File: src/rtl/lirs_pkg.sv
// lirs_pkg: shared widths, register indexes, reset values and divider job codes
// for the linear interpolation resampler
// depends on nothing
package lirs_pkg;

    localparam int SAMPLE_W   = 16;
    localparam int RATE_W     = 18;
    localparam int CFG_DATA_W = 24;
    localparam int CFG_IDX_W  = 2;

    localparam int CNT_W      = 7;
    localparam logic [CNT_W-1:0] RESULT_CAP = 7'd64;

    localparam int PROD_W     = 36;
    localparam int NUM_W      = 38;
    localparam int DVSR_W     = 19;
    localparam int REM_W      = 20;
    localparam int INTERP_QB  = 17;
    localparam int STEP_QB    = 19;

    localparam logic [CFG_IDX_W-1:0] REG_SOURCE_RATE   = 2'd0;
    localparam logic [CFG_IDX_W-1:0] REG_TARGET_RATE   = 2'd1;
    localparam logic [CFG_IDX_W-1:0] REG_STREAM_LENGTH = 2'd2;

    localparam logic [RATE_W-1:0]     SOURCE_RESET = 18'd16000;
    localparam logic [RATE_W-1:0]     TARGET_RESET = 18'd48000;
    localparam logic [CFG_DATA_W-1:0] LENGTH_RESET = 24'd1;

    typedef enum logic [1:0] {
        DK_TOTAL  = 2'd0,
        DK_INTERP = 2'd1,
        DK_STEP   = 2'd2
    } t_div_kind;

endpackage

File: src/rtl/linear_interp_resampler.sv
// linear_interp_resampler: linear interpolation sample rate converter with one
// shared restoring divider under a one-hot sequencer
// depends on lirs_pkg
//
// channel  dir  handshake                  payload
// in       in   i_in_valid / o_in_ready    i_sample_in
// out      out  o_out_valid / i_out_ready  o_sample_out, o_last_out
// cfg      in   i_cfg_valid / o_cfg_ready  i_cfg_index, i_cfg_data
//
// one input beat at a time; pass-through goes from idle to the emit step, then to fin and back to idle
// interpolated output: multiply, numerator, divider load, the 17 divider steps, then emit;
// the phase step adds the full 19-step divide when phase plus source reaches twice the target (downsampling)
// first input of a buffer adds the output count divide (length times target, divided by source)
// synchronous active-low reset; a stalled output holds the sequencer in its emit step
module linear_interp_resampler #(
    parameter int MAX_UP      = 32,
    parameter int LENGTH_BITS = 24
) (
    input  logic                                 i_clk,
    input  logic                                 i_rst_n,
    input  logic                                 i_in_valid,
    output logic                                 o_in_ready,
    input  logic signed [lirs_pkg::SAMPLE_W-1:0] i_sample_in,
    output logic                                 o_out_valid,
    input  logic                                 i_out_ready,
    output logic signed [lirs_pkg::SAMPLE_W-1:0] o_sample_out,
    output logic                                 o_last_out,
    input  logic                                 i_cfg_valid,
    output logic                                 o_cfg_ready,
    input  logic [lirs_pkg::CFG_IDX_W-1:0]       i_cfg_index,
    input  logic [lirs_pkg::CFG_DATA_W-1:0]      i_cfg_data
);

    localparam int LB  = LENGTH_BITS;
    localparam int UPW = $clog2(MAX_UP + 1);
    localparam int TW  = LB + UPW;
    localparam int QW  = LB + lirs_pkg::RATE_W;
    localparam int CW  = $clog2(QW + 1);
    localparam int MW  = lirs_pkg::RATE_W + UPW;
    localparam int AW  = (LB > lirs_pkg::STEP_QB) ? LB : lirs_pkg::STEP_QB;
    localparam int SW  = lirs_pkg::SAMPLE_W;
    localparam int RW  = lirs_pkg::RATE_W;

    typedef enum logic [12:0] {
        S_IDLE  = 13'b0000000000001,
        S_TMUL  = 13'b0000000000010,
        S_CHECK = 13'b0000000000100,
        S_MUL   = 13'b0000000001000,
        S_NUM   = 13'b0000000010000,
        S_DLOAD = 13'b0000000100000,
        S_DIV   = 13'b0000001000000,
        S_TFIX  = 13'b0000010000000,
        S_IFIN  = 13'b0000100000000,
        S_EMIT  = 13'b0001000000000,
        S_ADV   = 13'b0010000000000,
        S_AFIN  = 13'b0100000000000,
        S_FIN   = 13'b1000000000000
    } t_state;

    t_state                          r_state;
    logic [RW-1:0]                   r_source;
    logic [RW-1:0]                   r_target;
    logic [lirs_pkg::CFG_DATA_W-1:0] r_length;

    logic signed [SW-1:0]            r_prev;
    logic [LB-1:0]                   r_k;
    logic [TW-1:0]                   r_sent;
    logic [LB-1:0]                   r_nli;
    logic [RW-1:0]                   r_phase;
    logic [TW-1:0]                   r_total;

    logic signed [SW-1:0]            r_cur;
    logic                            r_last_in;
    logic                            r_pass;
    logic [SW-1:0]                   r_val;
    logic [lirs_pkg::CNT_W-1:0]      r_cnt;

    logic signed [lirs_pkg::PROD_W-1:0] r_prod;
    logic [lirs_pkg::NUM_W-1:0]      r_num;
    logic                            r_neg;

    logic [lirs_pkg::REM_W-1:0]      r_rem;
    logic [QW-1:0]                   r_quo;
    logic [lirs_pkg::DVSR_W-1:0]     r_dvsr;
    logic [CW-1:0]                   r_div_cnt;
    lirs_pkg::t_div_kind             r_div_kind;

    logic                            r_out_valid;
    logic [SW-1:0]                   r_out_sample;
    logic                            r_out_last;

    logic [LB-1:0]                   w_len_raw;
    logic [LB-1:0]                   w_len;
    logic                            w_last_in;
    logic [MW-1:0]                   w_up_lim;
    logic                            w_pass;
    logic [QW-1:0]                   w_len_t;
    logic [lirs_pkg::DVSR_W-1:0]     w_two_t;
    logic [LB:0]                     w_nli1;
    logic [LB:0]                     w_k1;
    logic signed [SW:0]              w_diff;
    logic signed [lirs_pkg::PROD_W-1:0] w_prod;
    logic [lirs_pkg::NUM_W-1:0]      w_num;
    logic [lirs_pkg::NUM_W-1:0]      w_m;
    logic [lirs_pkg::REM_W-1:0]      w_rem_sh;
    logic                            w_ge;
    logic [lirs_pkg::REM_W-1:0]      w_rem_sub;
    logic [lirs_pkg::INTERP_QB:0]    w_q17;
    logic [SW+1:0]                   w_interp;
    logic [lirs_pkg::DVSR_W-1:0]     w_acc;
    logic [lirs_pkg::DVSR_W-1:0]     w_acc_sub;
    logic                            w_acc_ge_t;
    logic [AW-1:0]                   w_nli_sum;
    logic                            w_in_acc;
    logic                            w_cfg_acc;
    logic                            w_out_free;
    logic                            w_out_load;

    assign o_in_ready   = (r_state == S_IDLE) && !i_cfg_valid;
    assign o_cfg_ready  = (r_state == S_IDLE);
    assign o_out_valid  = r_out_valid;
    assign o_sample_out = r_out_sample;
    assign o_last_out   = r_out_last;

    assign w_in_acc   = i_in_valid && o_in_ready;
    assign w_cfg_acc  = i_cfg_valid && o_cfg_ready;
    assign w_out_free = !r_out_valid || i_out_ready;
    assign w_out_load = (r_state == S_EMIT) && (r_cnt != lirs_pkg::RESULT_CAP) && w_out_free;

    // zero length acts as one
    assign w_len_raw = LB'(r_length);
    assign w_len     = (w_len_raw == '0) ? LB'(1) : w_len_raw;
    assign w_last_in = (r_k >= (w_len - LB'(1)));

    assign w_up_lim = MW'(r_source) * MW'(MAX_UP);
    assign w_pass   = (r_source == '0) || (r_target == '0) || (r_source == r_target) ||
                      (MW'(r_target) > w_up_lim);

    assign w_len_t = QW'(w_len) * QW'(r_target);
    assign w_two_t = {r_target, 1'b0};
    assign w_nli1  = {1'b0, r_nli} + (LB + 1)'(1);
    assign w_k1    = {1'b0, r_k};

    // interpolation numerator 2*(b-a)*phase + t
    assign w_diff = {r_cur[SW-1], r_cur} - {r_prev[SW-1], r_prev};
    assign w_prod = (lirs_pkg::PROD_W)'(w_diff) *
                    (lirs_pkg::PROD_W)'($signed({1'b0, r_phase}));
    assign w_num  = {r_prod[lirs_pkg::PROD_W-1], r_prod, 1'b0} +
                    {{(lirs_pkg::NUM_W - RW){1'b0}}, r_target};
    // floor division of a negative numerator: divide (d-1)-n = ~n + d, then negate
    assign w_m    = r_num[lirs_pkg::NUM_W-1] ?
                    (~r_num + {{(lirs_pkg::NUM_W - lirs_pkg::DVSR_W){1'b0}}, w_two_t}) :
                    r_num;

    // restoring divider step
    assign w_rem_sh  = {r_rem[lirs_pkg::REM_W-2:0], r_quo[QW-1]};
    assign w_ge      = (w_rem_sh >= {1'b0, r_dvsr});
    assign w_rem_sub = w_rem_sh - {1'b0, r_dvsr};

    assign w_q17    = {1'b0, r_quo[lirs_pkg::INTERP_QB-1:0]};
    assign w_interp = {{2{r_prev[SW-1]}}, r_prev} +
                      (r_neg ? (SW + 2)'(-w_q17) : (SW + 2)'(w_q17));

    // phase step
    assign w_acc      = {1'b0, r_phase} + {1'b0, r_source};
    assign w_acc_ge_t = (w_acc >= {1'b0, r_target});
    assign w_acc_sub  = w_acc - {1'b0, r_target};
    assign w_nli_sum  = AW'(r_nli) + AW'(r_quo[lirs_pkg::STEP_QB-1:0]);

    always_ff @(posedge i_clk) begin
        if (!i_rst_n) begin
            r_state     <= S_IDLE;
            r_source    <= lirs_pkg::SOURCE_RESET;
            r_target    <= lirs_pkg::TARGET_RESET;
            r_length    <= lirs_pkg::LENGTH_RESET;
            r_prev      <= '0;
            r_k         <= '0;
            r_sent      <= '0;
            r_nli       <= '0;
            r_phase     <= '0;
            r_total     <= '0;
            r_cnt       <= '0;
            r_div_cnt   <= '0;
            r_div_kind  <= lirs_pkg::DK_TOTAL;
            r_out_valid <= 1'b0;
        end else begin
            if (r_out_valid && i_out_ready && !w_out_load) begin
                r_out_valid <= 1'b0;
            end
            case (r_state)
                S_IDLE: begin
                    if (w_cfg_acc) begin
                        case (i_cfg_index)
                            lirs_pkg::REG_SOURCE_RATE: r_source <= i_cfg_data[RW-1:0];
                            lirs_pkg::REG_TARGET_RATE: r_target <= i_cfg_data[RW-1:0];
                            lirs_pkg::REG_STREAM_LENGTH: r_length <= i_cfg_data;
                            default: ;
                        endcase
                        if (i_cfg_index == lirs_pkg::REG_SOURCE_RATE ||
                            i_cfg_index == lirs_pkg::REG_TARGET_RATE ||
                            i_cfg_index == lirs_pkg::REG_STREAM_LENGTH) begin
                            r_prev  <= '0;
                            r_k     <= '0;
                            r_sent  <= '0;
                            r_nli   <= '0;
                            r_phase <= '0;
                        end
                    end else if (w_in_acc) begin
                        r_cur     <= i_sample_in;
                        r_last_in <= w_last_in;
                        r_pass    <= w_pass;
                        r_cnt     <= '0;
                        if (w_pass) begin
                            r_val   <= i_sample_in;
                            r_state <= S_EMIT;
                        end else if (r_k == '0) begin
                            r_state <= S_TMUL;
                        end else begin
                            r_state <= S_CHECK;
                        end
                    end
                end
                S_TMUL: begin
                    r_quo      <= w_len_t;
                    r_rem      <= '0;
                    r_dvsr     <= {1'b0, r_source};
                    r_div_cnt  <= CW'(QW);
                    r_div_kind <= lirs_pkg::DK_TOTAL;
                    r_state    <= S_DIV;
                end
                S_TFIX: begin
                    r_total <= (r_quo == '0) ? TW'(1) : r_quo[TW-1:0];
                    r_state <= S_CHECK;
                end
                S_CHECK: begin
                    if (r_sent >= r_total) begin
                        r_state <= S_FIN;
                    end else if (w_nli1 == w_k1) begin
                        r_state <= S_MUL;
                    end else if (r_last_in && (w_nli1 > w_k1)) begin
                        r_val   <= r_cur;
                        r_state <= S_EMIT;
                    end else begin
                        r_state <= S_FIN;
                    end
                end
                S_MUL: begin
                    r_prod  <= w_prod;
                    r_state <= S_NUM;
                end
                S_NUM: begin
                    r_num   <= w_num;
                    r_state <= S_DLOAD;
                end
                S_DLOAD: begin
                    r_neg      <= r_num[lirs_pkg::NUM_W-1];
                    r_rem      <= w_m[lirs_pkg::INTERP_QB + lirs_pkg::REM_W - 1:
                                      lirs_pkg::INTERP_QB];
                    r_quo      <= {w_m[lirs_pkg::INTERP_QB-1:0],
                                   {(QW - lirs_pkg::INTERP_QB){1'b0}}};
                    r_dvsr     <= w_two_t;
                    r_div_cnt  <= CW'(lirs_pkg::INTERP_QB);
                    r_div_kind <= lirs_pkg::DK_INTERP;
                    r_state    <= S_DIV;
                end
                S_DIV: begin
                    r_rem     <= w_ge ? w_rem_sub : w_rem_sh;
                    r_quo     <= {r_quo[QW-2:0], w_ge};
                    r_div_cnt <= r_div_cnt - CW'(1);
                    if (r_div_cnt == CW'(1)) begin
                        case (r_div_kind)
                            lirs_pkg::DK_TOTAL:  r_state <= S_TFIX;
                            lirs_pkg::DK_INTERP: r_state <= S_IFIN;
                            lirs_pkg::DK_STEP:   r_state <= S_AFIN;
                            default:             r_state <= S_FIN;
                        endcase
                    end
                end
                S_IFIN: begin
                    r_val   <= w_interp[SW-1:0];
                    r_state <= S_EMIT;
                end
                S_EMIT: begin
                    if (r_cnt == lirs_pkg::RESULT_CAP) begin
                        r_state <= r_pass ? S_FIN : S_ADV;
                    end else if (w_out_free) begin
                        r_out_valid  <= 1'b1;
                        r_out_sample <= r_val;
                        r_out_last   <= r_pass ? r_last_in : ((r_sent + TW'(1)) == r_total);
                        r_cnt        <= r_cnt + lirs_pkg::CNT_W'(1);
                        r_state      <= r_pass ? S_FIN : S_ADV;
                    end
                end
                S_ADV: begin
                    r_sent <= r_sent + TW'(1);
                    if (w_acc < w_two_t) begin
                        if (w_acc_ge_t) begin
                            r_nli   <= r_nli + LB'(1);
                            r_phase <= w_acc_sub[RW-1:0];
                        end else begin
                            r_phase <= w_acc[RW-1:0];
                        end
                        r_state <= S_CHECK;
                    end else begin
                        r_rem      <= '0;
                        r_quo      <= {w_acc, {(QW - lirs_pkg::STEP_QB){1'b0}}};
                        r_dvsr     <= {1'b0, r_target};
                        r_div_cnt  <= CW'(lirs_pkg::STEP_QB);
                        r_div_kind <= lirs_pkg::DK_STEP;
                        r_state    <= S_DIV;
                    end
                end
                S_AFIN: begin
                    r_nli   <= w_nli_sum[LB-1:0];
                    r_phase <= r_rem[RW-1:0];
                    r_state <= S_CHECK;
                end
                S_FIN: begin
                    if (r_last_in) begin
                        r_prev  <= '0;
                        r_k     <= '0;
                        r_sent  <= '0;
                        r_nli   <= '0;
                        r_phase <= '0;
                    end else begin
                        r_prev <= r_cur;
                        r_k    <= r_k + LB'(1);
                    end
                    r_state <= S_IDLE;
                end
                default: begin
                    r_state <= S_IDLE;
                end
            endcase
        end
    end

    // phase numerator stays below the target rate between beats
    a_phase_range: assert property (@(posedge i_clk) disable iff (!i_rst_n)
        (r_state == S_IDLE && r_target != '0) |-> (r_phase < r_target))
        else $error("phase out of range");

    a_cap: assert property (@(posedge i_clk) disable iff (!i_rst_n)
        r_cnt <= lirs_pkg::RESULT_CAP)
        else $error("result count above cap");

    a_div_cnt: assert property (@(posedge i_clk) disable iff (!i_rst_n)
        (r_state == S_DIV) |-> (r_div_cnt != '0))
        else $error("divider running with zero step count");

    a_sent_bound: assert property (@(posedge i_clk) disable iff (!i_rst_n)
        (r_state == S_CHECK) |-> (r_sent <= r_total))
        else $error("more outputs sent than the buffer yields");

    a_load_from_emit: assert property (@(posedge i_clk) disable iff (!i_rst_n)
        $rose(o_out_valid) |-> ($past(r_state) == S_EMIT))
        else $error("output loaded outside emit step");

endmodule
File: config.mk
export PLATFORM = sky130hd
export DESIGN_NAME = linear_interp_resampler
export DESIGN_NICKNAME = d
export VERILOG_FILES = /design/src/rtl/lirs_pkg.sv /design/src/rtl/linear_interp_resampler.sv
export SDC_FILE = /design/constraint.sdc
export NUM_CORES = 2
export LEC_CHECK = 0
export BUFFER_PORTS_ARGS = -buffer_cell sky130_fd_sc_hd__clkbuf_2
export CAP_MARGIN = 40
export CELL_PAD_IN_SITES_DETAIL_PLACEMENT = 1
export CELL_PAD_IN_SITES_GLOBAL_PLACEMENT = 1
export CORE_MARGIN = 2
export CORE_UTILIZATION = 46
export CTS_BUF_LIST = sky130_fd_sc_hd__clkbuf_4 sky130_fd_sc_hd__clkbuf_8 sky130_fd_sc_hd__clkbuf_16
export DETAILED_ROUTE_END_ITERATION = 8
export GPL_TIMING_DRIVEN = 0
export PLACE_DENSITY = 0.84
export RECOVER_POWER = 50
export SLEW_MARGIN = 40
export SYNTH_ARGS = -nofsm -noshare
export SYNTH_HDL_FRONTEND = slang
export SYNTH_SLANG_ARGS = --single-unit
File: constraint.sdc
create_clock -name i_clk -period 7.65 [get_ports i_clk]
set_clock_uncertainty 0.1 [all_clocks]
set_input_delay 0 -clock i_clk [delete_from_list [all_inputs] [get_ports i_clk]]
set_output_delay 0 -clock i_clk [all_outputs]
set_load 0.01 [all_outputs]
# Word level (Yosys, flattened, before mapping)

Cells that the tools add are included.

Input port bits: 47
Output and inout port bits: 20
Logic and storage cells: 213
Flip-flop bits (word level): 437

Eq/ne operators: 39
Add/subtract/negate cells: 16
Multiply operators: 2
Order comparisons: 7
Muxes and demuxes: 68
Bitwise gates (word level): 3
Reductions and logical operators: 52

Operators by type and width:

| kind                  | count |
|---|---|
| $mux 24               | 7 |
| $pmux 42 s4           | 1 |
| $mux 16               | 10 |
| $pmux 13 s10          | 1 |
| $mux 30               | 4 |
| $mux 13               | 9 |
| $pmux 24 s4           | 1 |
| $mux 18               | 5 |
| $pmux 30 s3           | 1 |
| $pmux 19 s4           | 1 |
| $pmux 18 s4           | 1 |
| $mux 19               | 3 |
| $pmux 19 s3           | 1 |
| $add 24x1->24 const B | 2 |
| $logic_not 24->1      | 2 |
| $pmux 16 s3           | 1 |
| $pmux 24 s2           | 1 |
| $logic_not 42->1      | 1 |
| $mul 24x18->42        | 1 |
| $mux 42               | 1 |
| $pmux 13 s3           | 1 |
| $add 37x19->38        | 1 |
| $add 36x19->36        | 1 |
| $logic_not 18->1      | 2 |
| 71 further kinds      | 128 |

# Longest topological paths before layout

Word-level depth: 9
Depth in mapped cells: 35
Gate-level depth less buffers: 35

# Worst setup path after synthesis

Ideal clock, no wire load.

Path type: register -> register
Start point: reg r_cur[0]
End point: reg r_prod[33] (netlist bit) (data pin)
Setup time: 0.258 ns
Clock period less this slack: 8.444 ns
Data required time: 7.292 ns
Cell stages (with the launch flop): 35
Data arrival time: 8.086 ns
Setup slack: -0.794 ns
Buffers on the path: 1
Path through: edfxtp_1 > inv_1 > ha_1 > fa_1 > nor2b_1 > o21a_1 > o21ai_0 > a21oi_1 > a211oi_1 > nor3_1 > a41oi_1 > a21oi_1 > clkbuf_1 > nor2_1 > fa_1 > inv_1 > fa_1 > inv_1 > fa_1 > fa_1 > fa_1 > inv_1 > fa_1 > inv_1 > ha_1 > a21o_1 > a21o_1 > a311oi_1 > a21oi_1 > a211oi_1 > o21ai_0 > nor2_1 > o21bai_1 > a21oi_1 > xnor2_1

Word-level cells in the longest chain between the ends: 2

Ends and longest elaborated chain:

| what                      | line                           | RTL |
|---|---|---|
| from (decl)               | linear_interp_resampler.sv:72  | `logic signed [SW-1:0] r_cur;` |
| from (signal assigned)    | linear_interp_resampler.sv:209 | `r_cur <= i_sample_in;` |
| $sub 16x16->17            | linear_interp_resampler.sv:145 | `assign w_diff = {r_cur[SW-1], r_cur} - {r_prev[SW-1], r_prev};` |
| $mul 17x19->36            | linear_interp_resampler.sv:146 | `assign w_prod = (lirs_pkg::PROD_W)'(w_diff) *` |
| named net w_prod, one bit | linear_interp_resampler.sv:102 | `logic signed [lirs_pkg::PROD_W-1:0] w_prod;` |
| to (signal assigned)      | linear_interp_resampler.sv:248 | `r_prod <= w_prod;` |
| to (decl)                 | linear_interp_resampler.sv:78  | `logic signed [lirs_pkg::PROD_W-1:0] r_prod;` |

The timed path passes the listed nets, and every way through them passes these cells.
A chain may end at the register's enable or synchronous reset.

# Final worst setup path

Start point: reg r_prev[5]
End point: reg r_prod[33] (netlist bit) (data pin)

Word-level cells in the longest chain between the ends: 2

Ends and longest elaborated chain:

| what                      | line                           | RTL |
|---|---|---|
| from (decl)               | linear_interp_resampler.sv:65  | `logic signed [SW-1:0] r_prev;` |
| from (signal assigned)    | linear_interp_resampler.sv:326 | `r_prev <= r_cur;` |
| $sub 16x16->17            | linear_interp_resampler.sv:145 |  |
| $mul 17x19->36            | linear_interp_resampler.sv:146 |  |
| named net w_prod, one bit | linear_interp_resampler.sv:102 |  |

The timed path passes the listed nets, and every way through them passes these cells.

==> impl_metrics.prom <==
# TYPE chip_impl_metric gauge
chip_impl_metric{name="synth_enable_flop_cells",unit=""} 205
chip_impl_info{name="grt_setup_unrepaired",value="true"} 1
chip_impl_metric{name="dp_hpwl",unit="µm"} 167000
chip_impl_metric{name="die_width",unit="µm"} 345
chip_impl_metric{name="final_hold_viol_count",unit=""} 0
chip_impl_metric{name="htree_num_levels",unit=""} 2
chip_impl_info{name="violations",value="setup timing"} 1
chip_impl_metric{name="worst_slack",unit="ns"} -1.28
chip_impl_metric{name="m1WireLength",unit="µm"} 84400
chip_impl_metric{name="fin_setup_tns",unit="ns"} -20.63
chip_impl_metric{name="vias_per_cell",unit=""} 6.27
chip_impl_info{name="hold_path.startpoint",value="i_sample_in[3]"} 1
chip_impl_metric{name="post_synth_inst_count",unit=""} 6227
chip_impl_metric{name="nNetsFinal",unit=""} 7680
chip_impl_metric{name="die_area",unit="µm²"} 119000
chip_impl_metric{name="yosys_warning_count",unit=""} 0
chip_impl_metric{name="firstDrtPassIters",unit=""} 6
chip_impl_info{name="layout_common_cells",value="sky130_fd_sc_hd__inv_1, sky130_fd_sc_hd__nand2_1, sky130_fd_sc_hd__fa_1"} 1
chip_impl_metric{name="syn-num-nets",unit=""} 7377
chip_impl_info{name="cts_tree",value="built"} 1
chip_impl_metric{name="cellLeakagePower",unit="nW"} 27.5
chip_impl_metric{name="grt_pass1_wl",unit="µm"} 329000
chip_impl_metric{name="fill_cell_instance_count_of_the_final_layout",unit=""} 13400
chip_impl_metric{name="post-route-util",unit="%"} 53.2
chip_impl_metric{name="clk_pin_slew_worst_paths",unit="ns"} 0.07
chip_impl_metric{name="placed_cells_incl_taps",unit=""} 7816
chip_impl_metric{name="area_taken_by_flip_flops_and_latches",unit="µm²"} 10800
chip_impl_metric{name="area.growth.synth_to_final",unit="%"} 14.3
chip_impl_metric{name="drc",unit=""} 0
chip_impl_metric{name="pin_count_of_the_biggest_net_entering_global_routing",unit=""} 40
chip_impl_metric{name="critPathMaxStageDelay",unit="ns"} 0.59
chip_impl_metric{name="cp_data_arrival_time",unit="ns"} 9.18
chip_impl_metric{name="routedWlPerCell",unit="µm"} 28.6
chip_impl_metric{name="hold_path_depth",unit=""} 2
chip_impl_metric{name="postSynthRegisterBits",unit=""} 436
chip_impl_metric{name="design.portCount",unit=""} 67
chip_impl_metric{name="fp.coreArea",unit="µm²"} 115000
chip_impl_metric{name="met3_wirelength",unit="µm"} 25100
chip_impl_metric{name="port_buffer_cells",unit=""} 66
chip_impl_metric{name="clk_latency",unit="ns"} 0.67
chip_impl_metric{name="fin_crit_sh",unit="%"} 117
chip_impl_metric{name="place_area",unit="µm²"} 56100
chip_impl_metric{name="timing.fmax",unit="MHz"} 112
chip_impl_metric{name="floorplan.die.height",unit="µm"} 345
chip_impl_metric{name="regToRegSetupSlack",unit="ns"} -1.28
chip_impl_info{name="critical_path.reg2reg.endpoint",value="r_prod[33]$_DFFE_PP_"} 1
chip_impl_info{name="synth_top_cells_by_area",value="sky130_fd_sc_hd__fa_1, sky130_fd_sc_hd__ha_1, sky130_fd_sc_hd__edfxtp_1"} 1
chip_impl_metric{name="synthDominantCellAreaShare",unit="%"} 22.5
chip_impl_metric{name="met2WireLength",unit="µm"} 105000
chip_impl_metric{name="power.ir.vdd_worst",unit="V"} 0.000510
chip_impl_info{name="cell_chosen_for_the_clock_root",value="sky130_fd_sc_hd__clkbuf_16"} 1
chip_impl_metric{name="share_of_async_settable_or_async_resettable_flops_after_synthesis",unit="%"} 0
chip_impl_metric{name="cap_violations",unit=""} 0
chip_impl_info{name="crit_type",value="register to register"} 1
chip_impl_metric{name="drive_above_1_share",unit="%"} 9.98
chip_impl_metric{name="initial_cell_density_of_the_core",unit="%"} 46.6
chip_impl_info{name="cp-end-kind",value="register"} 1
chip_impl_metric{name="final_antenna_net_count",unit=""} 0
chip_impl_info{name="critPathMostFrequentCell",value="sky130_fd_sc_hd__fa_1"} 1
chip_impl_info{name="dr.max_layer_used",value="met5"} 1
chip_impl_info{name="hold_end",value="r_cur[3]$_DFFE_PP_"} 1
chip_impl_metric{name="max_slew_margin",unit="%"} 30.6
chip_impl_info{name="critPathTopFamily",value="adder cells"} 1
chip_impl_metric{name="power_density",unit="nW/µm²"} 311
chip_impl_metric{name="netlist-cell-type-count",unit=""} 103
chip_impl_metric{name="multiInputGateArea",unit="µm²"} 39400
chip_impl_metric{name="worst_r2r_path_depth",unit=""} 33
chip_impl_metric{name="synth_seq_area_share",unit="%"} 20.2
chip_impl_metric{name="gpl.final_weighted_congestion",unit=""} 1.02
chip_impl_metric{name="grt.overflow.total",unit=""} 0
chip_impl_info{name="worst_r2r_startpoint",value="r_prev[5]$_SDFFE_PN0P_"} 1
chip_impl_metric{name="cp.buffers_inverters",unit=""} 7
chip_impl_metric{name="cts_sinks",unit=""} 436
chip_impl_info{name="synth_largest_area_cell",value="sky130_fd_sc_hd__fa_1"} 1
chip_impl_info{name="synthFlopType",value="sky130_fd_sc_hd__dfxtp_1"} 1
chip_impl_metric{name="antenna_found_initial",unit=""} 24
chip_impl_metric{name="critPathRequiredTime",unit="ns"} 7.90
chip_impl_info{name="worst_path_slowest_cell",value="sky130_fd_sc_hd__fa_1"} 1
chip_impl_info{name="holdCritPathClass",value="primary input to register"} 1
chip_impl_metric{name="worst-path-max-fanout",unit=""} 3
chip_impl_metric{name="finalWirelength",unit="µm"} 232000
chip_impl_metric{name="setup_viol",unit=""} 28
chip_impl_metric{name="placementRows",unit=""} 124
chip_impl_metric{name="grt.total_usage",unit="%"} 36.8
chip_impl_metric{name="max_slew.worst_pin.slew",unit="ns"} 1.04
chip_impl_info{name="outcome",value="finished with violations"} 1
chip_impl_metric{name="totalPowerFinal",unit="W"} 0.0190
chip_impl_metric{name="finished_layout_cell_area",unit="µm²"} 61000
chip_impl_metric{name="avgSynthCellArea",unit="µm²"} 8.57
chip_impl_metric{name="cts-buffers-inserted",unit=""} 52
chip_impl_metric{name="layout_min_cycle_time",unit="ns"} 8.93
chip_impl_info{name="mostFrequentLayoutCell",value="sky130_fd_sc_hd__inv_1"} 1
chip_impl_metric{name="route.vias.total",unit=""} 50800
chip_impl_info{name="crit_path_start_kind",value="register"} 1
chip_impl_metric{name="fin_cells",unit=""} 8101
chip_impl_metric{name="max-clock-path-buffers",unit=""} 3
chip_impl_metric{name="netlist_area",unit="µm²"} 53400
chip_impl_metric{name="finalMaxSlewViolations",unit=""} 0
chip_impl_metric{name="number_of_global_route_vias_before_repair",unit=""} 52900
chip_impl_metric{name="drt_iter0_markers",unit=""} 5347
[per-stage QoR]
stage,hold slack (ns),setup WS (ns)
3_3_place_gp,0.103,-1.42
2_1_floorplan,-0.0525,0.00118
4_1_cts,0.00612,-0.805
5_1_grt,0.0826,-1.40
3_5_place_dp,0.0988,-1.62
6_report,0.117,-1.28
[metal layers]
layer / global-route usage, % / vias up
li1: - / 21100
met1: 46.0 / 25300
met2: 59.3 / 3262
met3: 7.82 / 1145
met4: 20.7 / 22
met5: 0 / -
[worst max-delay path by stage]
stage,from,endpoint,slack (ns),cells after the start
2_1_floorplan,r_cur[0]$_DFFE_PP_,r_prod[33]$_DFFE_PP_,0.001,31
3_3_place_gp,r_prev[1]$_SDFFE_PN0P_,r_prod[33]$_DFFE_PP_,-1.42,33
3_5_place_dp,r_cur[0]$_DFFE_PP_,r_prod[33]$_DFFE_PP_,-1.62,34
4_1_cts,r_cur[0]$_DFFE_PP_,r_prod[33]$_DFFE_PP_,-0.81,34
5_1_grt,r_prev[5]$_SDFFE_PN0P_,r_prod[33]$_DFFE_PP_,-1.40,32
6_report,r_prev[5]$_SDFFE_PN0P_,r_prod[33]$_DFFE_PP_,-1.28,33
[sequential cells by signal (all words and copies together), names as in the netlist, 18 cells and up]
signal,flops
r_quo,42
r_num,37
r_prod,36
r_sent,30
r_total,30
r_k,24
r_length,24
r_nli,24
r_dvsr,19
r_rem,19
r_phase,18
r_source,18
r_target,18
[cell type report]
class	instances	share of cell area [%]
Multi-Input combinational cell	4563	64.6
Antenna cell	15	0.0615
Buffer	268	2.29
Inverter	961	5.91
Clock buffer	61	2.26
Timing Repair Buffer	248	3.29
Tap cell	1512	3.10
Clock inverter	37	0.803
Sequential cell	436	17.7
[synth_stat cells (40+ instances only)]
master / instances
sky130_fd_sc_hd__inv_1: 961
sky130_fd_sc_hd__nand2_1: 901
sky130_fd_sc_hd__fa_1: 599
sky130_fd_sc_hd__ha_1: 504
sky130_fd_sc_hd__a21oi_1: 331
sky130_fd_sc_hd__nor2_1: 312
sky130_fd_sc_hd__dfxtp_1: 231
sky130_fd_sc_hd__xnor2_1: 226
sky130_fd_sc_hd__clkbuf_1: 222
sky130_fd_sc_hd__and2_1: 220
sky130_fd_sc_hd__o21ai_0: 217
sky130_fd_sc_hd__edfxtp_1: 205
sky130_fd_sc_hd__xor2_1: 136
sky130_fd_sc_hd__nor3_1: 123
sky130_fd_sc_hd__nand3_1: 109
sky130_fd_sc_hd__nor2b_1: 82
sky130_fd_sc_hd__a21o_1: 76
sky130_fd_sc_hd__a22oi_1: 61
sky130_fd_sc_hd__nand2b_1: 51
sky130_fd_sc_hd__nand4_1: 51
sky130_fd_sc_hd__a31oi_1: 42
sky130_fd_sc_hd__nor4_1: 40
[repair_timing]
| action | 4_1_cts | 5_1_grt |
|---|---|---|
| setup endpoints to repair | 45 | 40 |
| pin swaps | 87 | 126 |
| resized for setup | 206 | 248 |
| cloned | 1 | 1 |
| setup buffers | 50 | 58 |
| hold buffers | 63 | 0 |
| endpoints found under the hold margin | 111 | 0 |
[report_power, final]
group / switching, W / leakage [nW] / internal (W) / total (W)
Combinational: 0.00802 / 22.9 / 0.00514 / 0.0132
Clock: 0.00121 / 0.909 / 0.00161 / 0.00282
Sequential: 0.000236 / 3.76 / 0.00276 / 0.00299
[cell families after synthesis]
| group | Yosys count | synth area share (%) |
|---|---|---|
| compound gates | 1030 | 12.3 |
| buf+inv | 1229 | 8.75 |
| simple gates | 2054 | 18.3 |
| flops | 436 | 20.2 |
| fa+ha+maj | 1103 | 34.3 |
| mux | 13 | 0.255 |
| xor+xnor | 362 | 5.94 |
[worst reg2reg max path, delay by kind of cell (launching register included)]
kind | cells | cell delay, ns
adders and majority gates | 8 | 3.84
AOI/OAI and AO/OA | 12 | 2.52
and+or+nand+nor | 5 | 0.88
DFF | 1 | 0.42
xor gates and xnor gates | 1 | 0.11
buffers and inverters | 7 | 0.73
Power figures use the tool's default switching activity.
